<file path="config.mk">
export PLATFORM = sky130hd
export DESIGN_NAME = csfnv_cell
export DESIGN_NICKNAME = d
export VERILOG_FILES = /design/src/csfnv_pkg.sv /design/src/csfnv_cell.sv
export SDC_FILE = /design/constraint.sdc
export NUM_CORES = 1
export LEC_CHECK = 0
export BUFFER_PORTS_ARGS = -buffer_cell sky130_fd_sc_hd__buf_2
export CORE_AREA = 2 2 210 212
export CTS_CLUSTER_DIAMETER = 30
export CTS_CLUSTER_SIZE = 30
export DETAILED_ROUTE_END_ITERATION = 12
export DIE_AREA = 0 0 212 214
export HOLD_SLACK_MARGIN = 0.06
export MAX_ROUTING_LAYER = met4
export SETUP_SLACK_MARGIN = 0.4
export SLEW_MARGIN = 10
export SYNTH_ARGS = -nofsm -noshare
export SYNTH_HDL_FRONTEND = slang
export SYNTH_SLANG_ARGS = --single-unit
</file>
<file path="constraint.sdc">
create_clock -name clk -period 1.3 [get_ports clk]
set_input_delay 0.065 -clock clk [delete_from_list [all_inputs] [get_ports clk]]
set_output_delay 0.065 -clock clk [all_outputs]
set_load 0.02 [all_outputs]
</file>
<file path="src/csfnv_pkg.sv">
// Shared constants, types and the FNV prime multiply for the chunk seed hash.
`default_nettype none
package csfnv_pkg;

    localparam int unsigned HASH_W    = 64;
    localparam int unsigned COORD_W   = 32;
    localparam int unsigned BYTE_W    = 8;
    localparam int unsigned MSG_BYTES = 20;
    localparam int unsigned MSG_W     = MSG_BYTES * BYTE_W;

    localparam logic [HASH_W-1:0] FNV_BASIS = 64'hCBF2_9CE4_8422_2325;

    // Word moved from one cell to the next every cycle
    typedef struct packed {
        logic              valid;
        logic [HASH_W-1:0] hash;
        logic [MSG_W-1:0]  msg;
    } cell_bus_t;

    // Multiply by the FNV prime 2^40 + 0x1B3 modulo 2^64, as a shift-add tree
    function automatic logic [HASH_W-1:0] fnv_mul(input logic [HASH_W-1:0] h);
        fnv_mul = (h << 40) + (h << 8) + (h << 7) + (h << 5) + (h << 4) + (h << 1) + h;
    endfunction

endpackage
`default_nettype wire

</file>
<file path="src/csfnv_cell.sv">
// One FNV-1a byte round: folds in the lowest message byte and hands on to the next cell.
`default_nettype none
module csfnv_cell
    import csfnv_pkg::*;
(
    input  wire logic      clk,
    input  wire logic      rst_n,
    input  wire cell_bus_t bus_in,
    output cell_bus_t      bus_out
);

    logic              valid_reg;
    logic [HASH_W-1:0] hash_reg;
    logic [HASH_W-1:0] hash_next;
    logic [MSG_W-1:0]  msg_reg;
    logic [MSG_W-1:0]  msg_next;

    always_comb
    begin
        hash_next = fnv_mul(bus_in.hash ^ {{(HASH_W-BYTE_W){1'b0}}, bus_in.msg[BYTE_W-1:0]});
        msg_next  = bus_in.msg >> BYTE_W;
    end

    always_ff @(posedge clk or negedge rst_n)
    begin
        if (!rst_n)
        begin
            valid_reg <= 1'b0;
        end
        else
        begin
            valid_reg <= bus_in.valid;
        end
    end

    always_ff @(posedge clk)
    begin
        hash_reg <= hash_next;
        msg_reg  <= msg_next;
    end

    assign bus_out = '{valid: valid_reg, hash: hash_reg, msg: msg_reg};

endmodule
`default_nettype wire

</file>
==> run_results.csv <==
group,metric,value,unit
clock_network,cts_tree,"built",
power,peakVddDrop,2.24,mV
run_status,outcome,"complete, but fails checks",
worst_setup_path,crit_path_end_kind,"register",
global_route,grt_max_degree,16,
finish,stdcell_count,3093,
logic_synthesis,synth_seq_area_share,29.1,%
logic_synthesis,ys_seq_elements,217,
worst_setup_path,start_kind,"primary input",
sta,fin_ws,-2.96,ns
worst_setup_path,cp_cell_sequence,"buf_6 > clkinvlp_4 > buf_6 > fa_1 > inv_1 > fa_1 > inv_1 > fa_1 > inv_2 > ha_4 > ha_4 > buf_4 > nand4_1 > buf_4 > o22ai_1 > o211a_1 > a311o_1 > a311oi_4 > buf_6 > a31o_4 > a21oi_4 > nor2b_4 > a211oi_2 > xnor2_1",
finish,fin_area,27800,sq um
sta,hold_ws,0.119,ns
worst_setup_path,cp_data_required_time,1.80,ns
routing,routed_wl,58400,um
global_route,grt_pass1_vias,14987,
floorplan,rows,76,
finish,nets,3043,
logic_synthesis,synth_area_leaders,"fa_1 33%, dfxtp_1 29%, inv_1 9.9%",
routing,drt_first_iter_violations,557,
floorplan,die_x,212,um
logic_synthesis,syn_area_per_cell,10.7,sq um
global_route,grt_first_pass_wirelength,85700,um
placement,placed_area,20900,sq um
worst_setup_path,cp_max_fo,7,
power,p_per_area,3230,nW/um^2
placement,dp_cells,2730,
floorplan,boundaryPins,452,
sta,min_period,4.26,ns
routing,via_count,13538,
logic_synthesis,ys.flop_type,"dfxtp_1",
logic_synthesis,async_flop_share,0.461,%
placement,place_ws,-3.83,ns
logic_synthesis,yosysMostFrequentCell,"inv_1",
placement,gp_congestion,0.946,
sta,setup_viol,60,
sta,rsz0062_at_grt,"true",
clock_network,cts.sinks,217,
finish,largest_reg_flops,152,
floorplan,die-area,45400,sq um
clock_network,cts-root-buf,"clkbuf_16",
finish,seq_area,4530,sq um
placement,numPortBuffers,443,
finish,multi_input_area,10800,sq um
run_status,violations,"negative setup slack",
logic_synthesis,synthTopCellsByCount,"394 x inv_1, 245 x fa_1, 216 x dfxtp_1",
logic_synthesis,synth_cells,1400,
power,leakage,13.8,nW
sta,timing.final.crit_share,328,%
logic_synthesis,synth_edf_count,0,
floorplan,start_util,34.8,%
routing,avgViaCountPerCell,4.38,
routing,dr.pass1.iters,4,
sta,hold_viol,0,
clock_network,htreeDepth,2,
worst_setup_path,cp.arrival,4.76,ns
finish,layout-drive-gt1-share,53.2,%
sta,fmaxAchievable,235,MHz
logic_synthesis,yosys.cell_types.count,62,
routing,ant_nets,0,
logic_synthesis,synth_largest_area_cell,"fa_1",
hold_path,hold_class,"primary input to register",
worst_setup_path,cpPeakStageDelay,0.50,ns
finish,area_growth,86.3,%
routing,drt-wirelength-per-cell,18.9,um
clock_network,clk_path_buf_depth,3,
worst_setup_path,crit_slowest_cell,"fa_1",
sta,drv_slew,0,
clock_network,clk_pin_slew,0.05,ns
floorplan,die_y,214,um
global_route,antenna_found_initial,7,
finish,fillers,3125,
clock_network,numCtsBuffers,48,
worst_setup_path,critPathKind,"primary input to register",
placement,dp_hpwl,43800,um
floorplan,core_area,42900,sq um
logic_synthesis,synth_top_area_share,32.8,%
global_route,grt-ovfl-total,0,
job,max_cap_violations,0,
logic_synthesis,ys_warn_count,0,
logic_synthesis,netlist_area,14900,sq um
routing,drc,0,
global_route,track_usage,25.7,%
[area by class of cell]
type / count / area share, %
Antenna cell: 8 / 0.0719
Clock buffer: 59 / 4.71
Clock inverter: 30 / 1.69
Inverter: 394 / 5.50
Multi-Input combinational cell: 770 / 38.9
Sequential cell: 217 / 16.3
Tap cell: 585 / 2.63
Timing Repair Buffer: 1030 / 30.2
[power by group]
group          internal, mW  total (mW)  switching [mW]
clock                  8.73        13.1            4.39
sequential             8.58        9.13           0.553
combinational          35.4        67.8            32.4
[path summary, 6_finish.rpt]
path / slack (ns) / endpoint / cells past startpoint / startpoint
worst max-delay path: -2.96 / hash_reg[60]$_DFF_P_ / 24 / bus_in[179]
worst min-delay path: 0.12 / msg_reg[55]$_DFF_P_ / 2 / bus_in[63]
max in group asynchronous: 0.85 / valid_reg$_DFF_PN0_ / 3 / rst_n
min in group asynchronous: 0.35 / valid_reg$_DFF_PN0_ / 3 / rst_n
[worst max-delay path, delay by kind of cell]
family,cells,cell delay [ns]
AND/OR/NAND/NOR,2,0.25
XOR/XNOR,1,0.15
buffers and inverters,9,1.04
adder cells (fa/ha/maj),5,1.91
AO/OA/AOI/OAI,7,1.36
[placed cells by master (no fill, tap or decap), types with 45 or more instances in the layout]
cell             n
dfxtp_2        110
inv_1          357
fa_1           239
buf_6          224
buf_4          341
ha_1            45
buf_2          291
dfxtp_1         94
ha_4            61
dlygate4sd3_1  156
clkbuf_16       48
[cells by family (layout without fill, tap and decap cells)]
| family | Yosys count | in the layout | synth area share, % |
|---|---|---|---|
| xor+xnor | 78 | 78 | 4.57 |
| simple gates | 132 | 132 | 4.36 |
| flops | 217 | 217 | 29.1 |
| fa+ha+maj | 355 | 355 | 42.0 |
| other cells | 1 | 16 | 0.0251 |
| buf+inv | 420 | 1513 | 10.8 |
| compound gates | 197 | 197 | 9.07 |
[through the flow]
step / util (%) / setup TNS, ns / power, mW
6_report: 64.9 / -143.69 / 90.0
5_1_grt: 64.9 / -150.24 / 96.1
4_1_cts: 62.0 / -136.40 / 84.5
3_5_place_dp: 48.7 / -182.87 / 60.5
3_3_place_gp: 48.7 / -179.10 / 60.2
2_1_floorplan: - / -147.92 / 39.2
[repair_timing]
item / 4_1_cts / 5_1_grt
pin swaps: 110 / 48
gates resized for setup: 422 / 324
setup endpoints to repair: 278 / 278
hold buffers: 156 / 0
cloned: 0 / 0
hold endpoints to repair: 155 / 0
setup buffers: 76 / 34
[routing by layer]
| metal | up-vias | GRT usage (%) | share of wire [%] |
|---|---|---|---|
| met1 | 6593 | 29.7 | 40 |
| met5 | - | - | 0 |
| li1 | 6395 | - | - |
| met4 | 0 | 9.13 | 3.9 |
| met2 | 431 | 44.5 | 51 |
| met3 | 119 | 4.56 | 5.3 |
(Power assumes the default switching activity.)
